## src/rtl/rpu_pkg.sv

```systemverilog
// ---------------------------------------------------------------------------
// Repetition penalty package
// Sizes, codes and word types shared by the repetition penalty unit.
// ---------------------------------------------------------------------------
`timescale 1ns / 1ps

package rpu_pkg;

  localparam int VOCAB_DEPTH = 65536;
  localparam int ADDR_W      = (VOCAB_DEPTH > 1) ? $clog2(VOCAB_DEPTH) : 1;
  localparam int VOCAB_W     = 17;
  localparam int DEPTH_W     = $clog2(VOCAB_DEPTH + 1);
  localparam int LIM_W       = (DEPTH_W > VOCAB_W) ? DEPTH_W : VOCAB_W;
  localparam int FACTOR_W    = 16;
  localparam int LOGIT_W     = 32;
  localparam int INDEX_W     = 16;
  localparam int PROD_W      = 48;
  localparam int FRAC_SHIFT  = 12;
  localparam int SCALED_W    = PROD_W - FRAC_SHIFT;
  localparam int CFG_IDX_W   = 2;
  localparam int CFG_DATA_W  = VOCAB_W;

  localparam logic [VOCAB_W-1:0]         VOCAB_RESET  = 17'd65536;
  localparam logic [FACTOR_W-1:0]        FACTOR_RESET = 16'd4096;
  localparam logic signed [LOGIT_W-1:0]  LOGIT_MAX    = 32'sh7FFF_FFFF;
  localparam logic signed [LOGIT_W-1:0]  LOGIT_MIN    = 32'sh8000_0000;

  typedef enum logic [1:0] {
    CMD_MARK     = 2'd0,
    CMD_PENALIZE = 2'd1,
    CMD_CLEAR    = 2'd2
  } cmd_e;

  typedef enum logic [CFG_IDX_W-1:0] {
    REG_VOCAB       = 2'd0,
    REG_PENALTY     = 2'd1,
    REG_INV_PENALTY = 2'd2
  } reg_e;

  typedef enum logic {
    ST_CLEAR = 1'b0,
    ST_RUN   = 1'b1
  } state_e;

  typedef struct packed {
    logic [1:0]                cmd;
    logic signed [LOGIT_W-1:0] token;
    logic signed [LOGIT_W-1:0] logit_value;
    logic                      last_logit;
  } item_t;

  typedef struct packed {
    logic [INDEX_W-1:0]        logit_index;
    logic signed [LOGIT_W-1:0] logit_result;
    logic                      was_penalized;
    logic                      last_out;
  } result_t;

  // Penalize word in flight, aligned with the bitmap read data.
  typedef struct packed {
    logic                      valid;
    logic                      in_range;
    logic signed [LOGIT_W-1:0] logit;
    logic [INDEX_W-1:0]        index;
    logic                      last;
  } lookup_t;

endpackage

```

## src/rtl/rpu_scale.sv

```systemverilog
// ---------------------------------------------------------------------------
// Repetition penalty scaler
// Multiplies a marked logit by its Q4.12 factor, shifts and saturates.
// ---------------------------------------------------------------------------
`timescale 1ns / 1ps

module rpu_scale (
  input  logic                          clk,
  input  logic                          rst,
  input  rpu_pkg::lookup_t              look,
  input  logic                          seen,
  input  logic [rpu_pkg::FACTOR_W-1:0]  penalty,
  input  logic [rpu_pkg::FACTOR_W-1:0]  inv_penalty,
  output logic                          done,
  output rpu_pkg::result_t              result
);

  logic [rpu_pkg::FACTOR_W-1:0]          factor;
  logic signed [rpu_pkg::PROD_W-1:0]     prod;
  logic                                  a_valid;
  logic                                  a_hit;
  logic                                  a_last;
  logic signed [rpu_pkg::LOGIT_W-1:0]    a_logit;
  logic [rpu_pkg::INDEX_W-1:0]           a_index;
  logic signed [rpu_pkg::PROD_W-1:0]     a_prod;
  logic signed [rpu_pkg::SCALED_W-1:0]   scaled;
  logic                                  overflow;
  logic signed [rpu_pkg::LOGIT_W-1:0]    sat;

  assign factor = (look.logit > 0) ? inv_penalty : penalty;
  assign prod   = rpu_pkg::PROD_W'(look.logit) *
                  rpu_pkg::PROD_W'($signed({1'b0, factor}));

  always_ff @(posedge clk) begin
    if (rst) begin
      a_valid <= 1'b0;
    end else begin
      a_valid <= look.valid;
    end
  end

  always_ff @(posedge clk) begin
    a_hit   <= look.in_range && seen;
    a_last  <= look.last;
    a_logit <= look.logit;
    a_index <= look.index;
    a_prod  <= prod;
  end

  // Floor shift, then clamp when the bits above the sign disagree.
  assign scaled   = a_prod[rpu_pkg::PROD_W-1:rpu_pkg::FRAC_SHIFT];
  assign overflow = scaled[rpu_pkg::SCALED_W-1:rpu_pkg::LOGIT_W-1] !=
                    {(rpu_pkg::SCALED_W-rpu_pkg::LOGIT_W+1){scaled[rpu_pkg::SCALED_W-1]}};
  assign sat      = !overflow ? scaled[rpu_pkg::LOGIT_W-1:0] :
                    (scaled[rpu_pkg::SCALED_W-1] ? rpu_pkg::LOGIT_MIN : rpu_pkg::LOGIT_MAX);

  always_ff @(posedge clk) begin
    if (rst) begin
      done <= 1'b0;
    end else begin
      done <= a_valid;
    end
  end

  always_ff @(posedge clk) begin
    result.logit_index   <= a_index;
    result.logit_result  <= a_hit ? sat : a_logit;
    result.was_penalized <= a_hit;
    result.last_out      <= a_last;
  end

endmodule

```

## config.mk

```make
export PLATFORM = sky130hd
export DESIGN_NAME = rpu_scale
export DESIGN_NICKNAME = d
export VERILOG_FILES = /design/src/rtl/rpu_pkg.sv /design/src/rtl/rpu_scale.sv
export SDC_FILE = /design/constraint.sdc
export NUM_CORES = 1
export LEC_CHECK = 0
export ABC_AREA = 1
export BUFFER_PORTS_ARGS = -buffer_cell sky130_fd_sc_hd__buf_2
export CAP_MARGIN = 20
export CORE_ASPECT_RATIO = 1.2
export CORE_MARGIN = 2
export CORE_UTILIZATION = 40
export DETAILED_ROUTE_END_ITERATION = 16
export PLACE_DENSITY = 0.69
export SYNTH_ARGS = -nofsm -noshare
export SYNTH_HDL_FRONTEND = slang
export SYNTH_SLANG_ARGS = --single-unit
```

## constraint.sdc

```tcl
create_clock -name clk -period 7.2 [get_ports clk]
set_clock_uncertainty 0.1 [all_clocks]
set_input_delay 1.44 -clock clk [delete_from_list [all_inputs] [get_ports clk]]
set_output_delay 1.44 -clock clk [all_outputs]
set_load 0.03 [all_outputs]
```

## Word level (Yosys, flattened, before mapping)

Cells that the tools add are included.

- Flip-flop bits (word level): 150
- Input port bits: 86
- Output and inout port bits: 51

- Multiply operators: 1
- Magnitude comparators: 1
- Eq/ne operators: 1
- Muxes and demuxes: 4
- Reduce and logical (&&, ||, !) cells: 1

Operators by type and width:

| kind | count |
|---|---|
| 32-bit two-way mux | 3 |
| 32-bit by 17-bit multiplier with 48-bit output | 1 |
| 32-bit by 1-bit > comparator with 1-bit output, second input constant | 1 |
| 16-bit two-way mux | 1 |
| 4-bit != test | 1 |
| 1-bit logical AND | 1 |

## Longest topological paths before layout

- Depth after elaboration: 3
- Gate-level depth with buffers: 37
- Mapped depth without buffers: 33

## Worst setup path before layout

No wires, ideal clock.

- Path type: input to register
- Start point: input port look[31] in the netlist's numbering
- End point: register a_prod[43] in the netlist's numbering
- Setup time: 0.113 ns
- Arrival: 7.440 ns
- Setup slack: -0.453 ns
- Stages on the path: 28
- Cell sequence: buf_2 inv_2 nand4_1 nor2_1 nand4_1 nand2_2 buf_6 o21ai_2 nor2_1 inv_1 fa_1 inv_1 fa_1 inv_1 fa_1 fa_1 fa_1 fa_1 inv_1 ha_1 nand2_1 nor2_1 nand2_1 nor2_1 nand4_1 or2_2 nand4_1 nand2_1

- Word-level cells in the longest chain between the ends: 3

RTL lines:

| element | RTL line | RTL |
|---|---|---|
| from (decl) | rpu_scale.sv:10 | `input rpu_pkg::lookup_t look,` |
| 32-bit by 1-bit > comparator with 1-bit output | rpu_scale.sv:30 | `assign factor = (look.logit > 0) ? inv_penalty : penalty;` |
| 16-bit two-way mux | rpu_scale.sv:30 |  |
| 32-bit by 17-bit multiplier with 48-bit output * | rpu_scale.sv:31 | `assign prod = rpu_pkg::PROD_W'(look.logit) *` |
| named net prod, one bit | rpu_scale.sv:19 | `logic signed [rpu_pkg::PROD_W-1:0] prod;` |
| to (signal assigned) | rpu_scale.sv:47 | `a_prod <= prod;` |
| to (decl) | rpu_scale.sv:25 | `logic signed [rpu_pkg::PROD_W-1:0] a_prod;` |

Mark *: on every way through the listed nets, which the timed path passes. The rest lies on a longest branch.
A chain may end at the register's enable or synchronous reset.

## Worst setup path in the final report

- Start point: input port look[41] in the netlist's numbering
- End point: register a_prod[21] in the netlist's numbering

- Word-level cells in the longest chain between the ends: 3

RTL lines:

| element | RTL line |
|---|---|
| 32-bit by 1-bit > comparator with 1-bit output | rpu_scale.sv:30 |
| 16-bit two-way mux | rpu_scale.sv:30 |
| 32-bit by 17-bit multiplier with 48-bit output | rpu_scale.sv:31 |
| named net prod, one bit | rpu_scale.sv:19 |

The timed path passes the listed nets, and every way through them passes these cells.

==> impl_metrics.ini <==
[timing]
drv_slew = 0
timing.final.crit_share = 1.09
setup_viol = 35
relSlewSlack = 0.684
fmax_mhz = 128
grt_setup_unrepaired = true
worstMarginPinSlew_ns = 0.473
hold_viol_final = 0
setup_slack_ns = -0.616
holdWs_ns = 0.223
period_needed_ns = 7.82

[hold_path]
hold_path.class = register to register
hp-start = a_index[5]
worstHoldPathCells = 0
hold_end = result[39]

[detailed_routing]
viasPerCell = 5.07
drt_iter0_drc = 1381
wl_per_cell_um = 19.6
first_pass_iters = 7
detail_route.drc_violations = 0
routed-via-count = 19700
finalWirelength_um = 76400
postRouteAntennaNets = 0

[cts]
cts_sinks = 138
ctsHoldBuffers = 0
cts_buffers = 17
clk_path_buf_depth = 2
cts_root_buffer = clkbuf_16
clkLatencyLatePin_ns = 0.44
path_clk_slew_ns = 0.07
cts_tree = yes
h-tree-depth = 4

[synth]
synth_common_cells = 681 x inv_1, 551 x nand2_1, 482 x fa_1
syn_inst = 2707
syn-num-nets = 3387
postSynth.asyncResetShare = 0
yosysTopAreaCell = fa_1
ys_ff_latch = 138
yosys-top-cells-area = fa_1 44%, dfxtp_1 13%, inv_1 12%, nand2_1 9.4%, ha_1 6.4%
synth.most_common_cell = inv_1
synth_area_um2 = 22000
synth_ff_type = dfxtp_1
yosys.cell_types.count = 37
seq_area_frac_synth = 0.126
synth_edf_count = 0
yosys_warnings = 0
syn_area_per_cell_um2 = 8.13
yosysTopAreaCellShare = 0.439

[final_layout]
fin_nets = 3837
multi_input_area_um2 = 18000
fillerInstances = 4760
stdcell_count = 3890
antenna_cells = 0
syn2layout_area_growth_pct = 33.4
seq_area_um2 = 2760
drive_above_1_share = 0.316
final_area_um2 = 29300

[grt]
globalRouteMet1Util = 0.312
grt_use_total = 0.255
met3_usage = 0.0535
top_usage_layer = met2
gr-usage-met2 = 0.426
first_global_vias = 19900
grt_max_degree = 34
antenna_found_initial = 4
grt_first_pass_wirelength_um = 109000
grt-ovfl-total = 0

[critical_path]
required_ns = 7.45
cp-startpoint = look[41]
crit_buf_inv = 10
worst_r2r_path_depth = 5
worstPathArrival_ns = 8.07
path_delay_family = adder cells
cp-end-kind = register
reg2reg_slack_ns = 5.22
cpMostUsedCell = fa_1
crit_type = primary input to register
worst_path_max_delay_cell = fa_1
max_stage_delay_ns = 0.56
path_max_fanout = 7
critPathLaunchType = primary input
worst_r2r_endpoint = result[16]
r2r-start = a_prod[47]

[die]
core_area_um2 = 54600
ioPinCount = 137
rows = 94
dieHeight_um = 261
die_w_um = 218
fp.dieArea_um2 = 56900
initial_core_util = 0.403

[run]
cap_violations = 0

[status]
violations = setup timing
outcome = complete, but fails checks

[placement]
place.gp.congestion = 0.990
port_buffers = 136
postPlaceCellArea_um2 = 25700
placed_cells = 3773
hpwl_um = 58300
-- layout make-up --
cell class              count  share of cell area
well taps                 720              0.0307
multi-input cells        1766               0.612
clock inverters            12             0.00559
inverters                 718              0.0944
clock buffers              20              0.0149
repair buffers            514               0.148
repair inverters            2            0.000426
flip-flops and latches    138              0.0941
-- worst max path at each step --
stage	end	slack (ns)	cells past startpoint
2_1_floorplan	a_prod[43]	-0.02	31
3_3_place_gp	a_prod[45]	-1.15	31
3_5_place_dp	a_prod[45]	-1.17	31
4_1_cts	a_prod[44]	-0.30	33
5_1_grt	a_prod[21]	-0.74	36
6_report	a_prod[21]	-0.62	34
-- cells by family after synthesis --
family | Yosys count | share of synthesized area
multiplexers | 1 | 0.000512
AND/OR/NAND/NOR | 989 | 0.176
adder cells (fa/ha/maj) | 594 | 0.502
buffers and inverters | 803 | 0.146
XOR/XNOR | 25 | 0.00995
flip-flops | 138 | 0.126
AO/OA/AOI/OAI | 157 | 0.0400
-- routing by layer --
layer,share of wire,up-vias
li1,-,8663
met1,0.37,9728
met2,0.47,998
met3,0.089,313
met4,0.068,10
met5,0.00089,-
-- cell usage in the layout, fill, tap and decap left out, drive strengths merged --
master / n
inv: 722
nand2: 556
buf: 506
fa: 482
nor2: 350
dfxtp: 138
ha: 112
a21oi: 88
o21ai: 47
nand3: 43
clkbuf: 27
nand4: 23
xor2: 16
o21bai: 11
xnor2: 9
or2: 6
nor3: 5
clkinvlp: 4
a21o: 3
a21boi: 3
bufinv: 3
clkinv: 3
and3: 2
o211ai: 2
nor4: 2
a31oi: 2
nand3b: 1
and2: 1
o21a: 1
mux2: 1
bufbuf: 1
-- timing repair --
item / in CTS / in global routing
setup endpoints to repair: 35 / 36
hold endpoints to repair: 0 / 0
gates resized for setup: 192 / 376
gates cloned: 4 / 11
pin swaps: 60 / 211
setup buffers: 26 / 49
-- state kept, by name, summed over array words and instances, names as in the netlist --
register and cells:
a_hit 1, a_valid 1, a_index 16, a_last 1, a_prod 36, done 1, result 50, a_logit 32
-- per-stage QoR --
step / worst slack, ns / util / setup TNS, ns
final: -0.616 / 0.538 / -12.99
after global routing: -0.741 / 0.538 / -18.20
after CTS: -0.305 / 0.504 / -6.46
after detailed placement: -1.17 / 0.472 / -33.65
after global placement: -1.15 / 0.472 / -34.07
after floorplan: -0.0207 / - / -0.0207
Power is left out: the tool's default activity adds up to more than one toggle a clock period on the data nets, which glitch-free logic cannot reach.
