## config.mk

```make
export PLATFORM = sky130hd
export DESIGN_NAME = rpu_ctrl
export DESIGN_NICKNAME = d
export VERILOG_FILES = /design/src/rtl/rpu_pkg.sv /design/src/rtl/rpu_ctrl.sv
export SDC_FILE = /design/constraint.sdc
export NUM_CORES = 1
export LEC_CHECK = 0
export BUFFER_PORTS_ARGS = -buffer_cell sky130_fd_sc_hd__clkbuf_2
export CORE_MARGIN = 10
export CORE_UTILIZATION = 45
export DETAILED_ROUTE_END_ITERATION = 10
export GPL_TIMING_DRIVEN = 0
export PLACE_DENSITY = 0.89
export SLEW_MARGIN = 30
export SYNTH_ARGS = -nofsm -noshare
export SYNTH_HDL_FRONTEND = slang
export SYNTH_SLANG_ARGS = --single-unit
```

## constraint.sdc

```tcl
create_clock -name clk -period 4.1 [get_ports clk]
set_input_delay 0.41 -clock clk [delete_from_list [all_inputs] [get_ports clk]]
set_output_delay 0.41 -clock clk [all_outputs]
set_load 0.01 [all_outputs]
```

## src/rtl/rpu_pkg.sv

```systemverilog
// ---------------------------------------------------------------------------
// Repetition penalty package
// Sizes, codes and word types shared by the repetition penalty unit.
// ---------------------------------------------------------------------------
`timescale 1ns / 1ps

package rpu_pkg;

  localparam int VOCAB_DEPTH = 65536;
  localparam int ADDR_W      = (VOCAB_DEPTH > 1) ? $clog2(VOCAB_DEPTH) : 1;
  localparam int VOCAB_W     = 17;
  localparam int DEPTH_W     = $clog2(VOCAB_DEPTH + 1);
  localparam int LIM_W       = (DEPTH_W > VOCAB_W) ? DEPTH_W : VOCAB_W;
  localparam int FACTOR_W    = 16;
  localparam int LOGIT_W     = 32;
  localparam int INDEX_W     = 16;
  localparam int PROD_W      = 48;
  localparam int FRAC_SHIFT  = 12;
  localparam int SCALED_W    = PROD_W - FRAC_SHIFT;
  localparam int CFG_IDX_W   = 2;
  localparam int CFG_DATA_W  = VOCAB_W;

  localparam logic [VOCAB_W-1:0]         VOCAB_RESET  = 17'd65536;
  localparam logic [FACTOR_W-1:0]        FACTOR_RESET = 16'd4096;
  localparam logic signed [LOGIT_W-1:0]  LOGIT_MAX    = 32'sh7FFF_FFFF;
  localparam logic signed [LOGIT_W-1:0]  LOGIT_MIN    = 32'sh8000_0000;

  typedef enum logic [1:0] {
    CMD_MARK     = 2'd0,
    CMD_PENALIZE = 2'd1,
    CMD_CLEAR    = 2'd2
  } cmd_e;

  typedef enum logic [CFG_IDX_W-1:0] {
    REG_VOCAB       = 2'd0,
    REG_PENALTY     = 2'd1,
    REG_INV_PENALTY = 2'd2
  } reg_e;

  typedef enum logic {
    ST_CLEAR = 1'b0,
    ST_RUN   = 1'b1
  } state_e;

  typedef struct packed {
    logic [1:0]                cmd;
    logic signed [LOGIT_W-1:0] token;
    logic signed [LOGIT_W-1:0] logit_value;
    logic                      last_logit;
  } item_t;

  typedef struct packed {
    logic [INDEX_W-1:0]        logit_index;
    logic signed [LOGIT_W-1:0] logit_result;
    logic                      was_penalized;
    logic                      last_out;
  } result_t;

  // Penalize word in flight, aligned with the bitmap read data.
  typedef struct packed {
    logic                      valid;
    logic                      in_range;
    logic signed [LOGIT_W-1:0] logit;
    logic [INDEX_W-1:0]        index;
    logic                      last;
  } lookup_t;

endpackage

```

## src/rtl/rpu_ctrl.sv

```systemverilog
// ---------------------------------------------------------------------------
// Repetition penalty control
// Accepts words, sweeps the bitmap clear and issues bitmap reads and writes.
// ---------------------------------------------------------------------------
`timescale 1ns / 1ps

module rpu_ctrl (
  input  logic                          clk,
  input  logic                          rst,
  input  logic                          start,
  input  rpu_pkg::item_t                item,
  input  logic [rpu_pkg::VOCAB_W-1:0]   vocab_in_use,
  output logic                          busy,
  output logic                          mem_we,
  output logic [rpu_pkg::ADDR_W-1:0]    mem_waddr,
  output logic                          mem_wdata,
  output logic [rpu_pkg::ADDR_W-1:0]    mem_raddr,
  output rpu_pkg::lookup_t              look
);

  rpu_pkg::state_e                state, state_next;
  logic [rpu_pkg::ADDR_W-1:0]     sweep_cnt, sweep_cnt_next;
  logic [rpu_pkg::LIM_W-1:0]      limit;
  logic [rpu_pkg::LIM_W-1:0]      vocab_ext;
  logic [rpu_pkg::ADDR_W-1:0]     addr;
  logic                           in_range;
  logic                           accept;

  // Valid token: 0 <= token < min(vocab_in_use, depth).
  assign vocab_ext = rpu_pkg::LIM_W'(vocab_in_use);
  assign limit     = (vocab_ext < rpu_pkg::LIM_W'(rpu_pkg::VOCAB_DEPTH)) ?
                     vocab_ext : rpu_pkg::LIM_W'(rpu_pkg::VOCAB_DEPTH);
  assign in_range  = !item.token[rpu_pkg::LOGIT_W-1] &&
                     (item.token[rpu_pkg::LOGIT_W-2:0] < (rpu_pkg::LOGIT_W-1)'(limit));
  assign addr      = item.token[rpu_pkg::ADDR_W-1:0];
  assign mem_raddr = addr;

  always_ff @(posedge clk) begin
    if (rst) begin
      state     <= rpu_pkg::ST_CLEAR;
      sweep_cnt <= '0;
    end else begin
      state     <= state_next;
      sweep_cnt <= sweep_cnt_next;
    end
  end

  always_comb begin
    state_next     = state;
    sweep_cnt_next = sweep_cnt;
    busy           = 1'b0;
    accept         = 1'b0;
    mem_we         = 1'b0;
    mem_waddr      = addr;
    mem_wdata      = 1'b1;
    case (state)
      rpu_pkg::ST_CLEAR: begin
        busy      = 1'b1;
        mem_we    = 1'b1;
        mem_waddr = sweep_cnt;
        mem_wdata = 1'b0;
        if (sweep_cnt == rpu_pkg::ADDR_W'(rpu_pkg::VOCAB_DEPTH - 1)) begin
          state_next     = rpu_pkg::ST_RUN;
          sweep_cnt_next = '0;
        end else begin
          sweep_cnt_next = sweep_cnt + 1'b1;
        end
      end
      rpu_pkg::ST_RUN: begin
        accept = start;
        if (start && item.cmd == rpu_pkg::CMD_MARK && in_range) begin
          mem_we = 1'b1;
        end
        if (start && item.cmd == rpu_pkg::CMD_CLEAR) begin
          state_next = rpu_pkg::ST_CLEAR;
        end
      end
      default: begin
        state_next = rpu_pkg::ST_CLEAR;
      end
    endcase
  end

  // Hold the penalize word alongside the bitmap read.
  always_ff @(posedge clk) begin
    if (rst) begin
      look.valid <= 1'b0;
    end else begin
      look.valid <= accept && (item.cmd == rpu_pkg::CMD_PENALIZE);
    end
    look.in_range <= in_range;
    look.logit    <= item.logit_value;
    look.index    <= item.token[rpu_pkg::INDEX_W-1:0];
    look.last     <= item.last_logit;
  end

endmodule

```

# Word level (Yosys, flattened, before mapping)

Cells that the tools add are included.

Word-level logic and storage cells: 32
Bits in registers: 68

$add $sub $neg: 1
Reductions and logical operators: 7
Multiplexer cells: 11
$lt $le $gt $ge: 2
Bitwise operators: 1
Eq/ne operators: 3

Operators by type and width:

| cell                                                                  | number |
|---|---|
| 16-bit 2-to-1 mux                                                     | 2 |
| 31-bit by 17-bit < comparator with 1-bit output                       | 1 |
| 17-bit < comparator, second input constant                            | 1 |
| 17-bit 2-to-1 mux                                                     | 1 |
| 16-bit by 1-bit adder with 16-bit output, second input constant       | 1 |
| 16-bit equality test, second input constant                           | 1 |
| 1-bit 2-to-1 mux                                                      | 6 |
| 1-bit logical AND                                                     | 5 |
| 1-bit case mux with 2 select lines                                    | 2 |
| 2-bit by 1-bit equality test with 1-bit output, second input constant | 1 |
| 2-bit equality test, second input constant                            | 1 |
| 2-bit logical NOT                                                     | 1 |
| 1-bit logical NOT                                                     | 1 |
| 1-bit NOT                                                             | 1 |

# Longest topological paths before layout

Word-level depth: 7
Depth in mapped cells: 9
Depth with buffers taken out: 8

# Least setup slack after synthesis

OpenSTA, ideal clock, no wires.

Path type: input to output
Start point: in vocab_in_use[16] in the netlist's numbering
End point: out mem_we
Slack: 1.587 ns
Stages: 9
Data arrival time: 2.103 ns
Cell sequence: inv_1 -> buf_1 -> nand2_1 -> ha_1 -> o21ai_1 -> a2111oi_2 -> o211ai_1 -> a31o_1 -> a21o_1

Longest elaborated chain between the ends: 7

Ends and longest elaborated chain:

| item                                                | line           | RTL |
|---|---|---|
| from (decl)                                         | rpu_ctrl.sv:12 | `input logic [rpu_pkg::VOCAB_W-1:0] vocab_in_use,` |
| 17-bit < comparator                                 | rpu_ctrl.sv:31 | `assign limit = (vocab_ext < rpu_pkg::LIM_W'(rpu_pkg::VOCAB_DEPTH)) ?` |
| 17-bit 2-to-1 mux (*)                               | rpu_ctrl.sv:31 |  |
| 31-bit by 17-bit < comparator with 1-bit output (*) | rpu_ctrl.sv:34 | `(item.token[rpu_pkg::LOGIT_W-2:0] < (rpu_pkg::LOGIT_W-1)'(limit));` |
| 1-bit logical AND (*)                               | rpu_ctrl.sv:33 | `assign in_range = !item.token[rpu_pkg::LOGIT_W-1] &&` |
| via in_range                                        | rpu_ctrl.sv:26 | `logic in_range;` |
| 1-bit logical AND (*)                               | rpu_ctrl.sv:71 | `if (start && item.cmd == rpu_pkg::CMD_MARK && in_range) begin` |
| 1-bit 2-to-1 mux (*)                                | rpu_ctrl.sv:71 |  |
| 1-bit case mux with 2 select lines (*)              | rpu_ctrl.sv:56 | `case (state)` |
| to (decl)                                           | rpu_ctrl.sv:14 | `output logic mem_we,` |

Mark *: on every way through the listed nets, which the timed path passes. The rest lies on a longest branch.

# Worst setup path after layout

Ends and elaborated chain as after synthesis.

==> impl_metrics.tcl <==
set metrics [dict create \
    status "completed" \
    synthFlopType "dfxtp_1" \
    syn_avg_cell_area_um2 10.8 \
    arrival_ns 2.74 \
    ff2ff_path_depth 6 \
    place_area_um2 3540 \
    grt_pass1_wl_um 13000 \
    ctsHoldBuffers 0 \
    powerDensity_nw_per_um2 378 \
    clk_path_buf_depth 2 \
    dr.first_iter.drc_count 111 \
    root_buffer "clkbuf_8" \
    ys_async_sr_fraction_pct 0 \
    relSlewSlack_pct 71.1 \
    cts_resized 0 \
    fmax_mhz 317 \
    start_util_pct 46.9 \
    finalCritPeriodShare_pct 76.9 \
    worstPathRequired_ns 3.69 \
    avgViaCountPerCell 4.87 \
    clk_latency_ns 0.34 \
    timing.final.ws_setup_ns 0.949 \
    dp.cells 484 \
    clock_skew_ns 0.00681 \
    synthCells 241 \
    path_max_fanout 10 \
    port_buffers 171 \
    ant_nets 0 \
    cts_made_buffers 9 \
    fillers 429 \
    setup_tns_ns 0 \
    r2r-start "sweep_cnt[0]" \
    wl_per_cell_um 17.6 \
    synth_seq_cells 68 \
    totalWireLength_um 8820 \
    holdCritPathClass "input pin to flip-flop" \
    nNetsFinal 527 \
    dieArea_um2 9210 \
    overflow 0 \
    hold-path-endpoint "look[39]" \
    clock_sinks 68 \
    synth_edf_count 0 \
    route.detailed.drc 0 \
    p_leak_nw 1.91 \
    grt_usage_pct 18.2 \
    synth_seq_area_share_pct 52.4 \
    cts_htree_levels 3 \
    syn-cell-area_um2 2600 \
    final_area_um2 3730 \
    path_clk_slew_ns 0.08 \
    dr.pass1.iters 4 \
    regArea_um2 1360 \
    holdPathStages 1 \
    place.gp.congestion 0.847 \
    yosysWarnings 0 \
    grt_max_degree 13 \
    antenna-diode-count 0 \
    core_area_um2 5540 \
    drive_gt1_share_pct 53.3 \
    cts_tree "yes" \
    tightest_slew_ns 0.433 \
    start_kind "input pin" \
    cp-end-kind "output pin" \
    pin_count 173 \
    cap_viol_max_count 0 \
    multi_input_area_um2 1080 \
    fin_crit_ns 3.15 \
    cpMaxStageDelayCell "a2111oi_2" \
    fp.dieW_um 96.0 \
    post-place-ws_ns 0.940 \
    hold_violations 0 \
    die_height_um 96.0 \
    hold_start "item[23]" \
    whs_ns 0.162 \
    area_growth_pct 43.8 \
    power_mw 1.41 \
    synth_nets 345 \
    synth_cell_type_count 38 \
    crit_chain "clkbuf_2 -> inv_1 -> buf_1 -> nand2_1 -> ha_1 -> o21ai_1 -> a2111oi_2 -> o211ai_1 -> a31o_1 -> a21o_1 -> clkbuf_2" \
    r2r-end "sweep_cnt[6]" \
    final_util_pct 67.4 \
    rows 27 \
    finalSetupViolations 0 \
    path_common_cell "clkbuf_2" \
    grt_pass1_vias 2494 \
    r2r_setup_slack_ns 2.59 \
    instances_no_fill 500 \
    place_hpwl_um 7370 \
    rsz0062_at_grt "false" \
    final_max_slew_viol_count 0 \
    cts_setup_buffers 0 \
    cpPeakStageDelay_ns 0.39 \
    vias 2436 \
    peakVddDrop_uv 301 \
    antenna_found_initial 0 \
    path_class "input pin to output pin" \
]
worst max path at each step:
stage,cells past startpoint,endpoint,start
final,11,mem_we,vocab_in_use[16]
after global routing,11,mem_we,vocab_in_use[16]
after CTS,11,mem_we,vocab_in_use[16]
after detailed placement,11,mem_we,vocab_in_use[16]
after global placement,11,mem_we,vocab_in_use[16]
after floorplan,9,mem_we,vocab_in_use[16]
report_power, final:
part	internal, mW	switching (mW)
registers	0.688	0.00953
clock network	0.281	0.258
logic	0.0861	0.0885
total	1.06	0.357
worst max-delay path: cells and delay by family:
kind | cells | cell delay [ns]
and+or+nand+nor | 1 | 0.10
buffers and inverters | 4 | 0.81
AOI/OAI and AO/OA | 5 | 1.10
adders and majority gates | 1 | 0.31
cells in the mapped netlist, types with 3 or more instances:
library cell  count  share of area [%]
inv_1             3               0.43
nand2_1          28                4.0
a21o_1            3               0.87
mux2_2           15                6.5
xnor2_1           6                2.0
and3_1            4               0.96
buf_4            16                4.6
dfxtp_1          68                 52
nand4b_1          3                1.0
o21ai_0           3               0.58
xor2_1            8                2.7
nor4_1            5                1.2
ha_1             17                8.2
a21oi_1           6                1.2
nor2_1           19                2.7
nand3_1           9                1.7
kinds of logic after synthesis:
group           count (synthesis)  share of synthesized area, %
compound gates                 23                          6.12
flops                          68                          52.4
buf+inv                        24                          6.17
fa+ha+maj                      17                          8.19
simple gates                   80                          15.9
xor+xnor                       14                          4.72
mux                            15                          6.50
state kept, by name (all words and copies together), names as in the netlist:
name and count:
look 51, sweep_cnt 16, state 1
final cells by class:
cell class                      instances  share of cell area (%)
Sequential cell                        68                    36.4
Multi-Input combinational cell        149                    28.8
Timing Repair Buffer                  171                    22.9
Buffer                                 21                    3.99
Clock buffer                           10                    3.42
Tap cell                               72                    2.41
Clock inverter                          6                    1.71
Inverter                                3                   0.302
layout by cell type, fill, tap and decap left out, types with 3 or more instances in the layout:
| master | n |
|---|---|
| nand4b_1 | 3 |
| nor2_1 | 19 |
| a21oi_1 | 6 |
| inv_1 | 3 |
| nand3_1 | 9 |
| and3_1 | 4 |
| dfxtp_1 | 68 |
| ha_1 | 17 |
| mux2_2 | 15 |
| xnor2_1 | 6 |
| a21o_1 | 3 |
| clkbuf_8 | 9 |
| nor4_1 | 5 |
| clkbuf_2 | 171 |
| o21ai_0 | 3 |
| nand2_1 | 28 |
| xor2_1 | 8 |
| buf_4 | 16 |
metal layers:
layer | global-route usage, % | wire length, um
met5 | 0 | 0
met4 | 6.88 | 177
met3 | 6.15 | 781
met2 | 34.9 | 4850
met1 | 17.4 | 3010
Power figures use the tool's default switching activity.
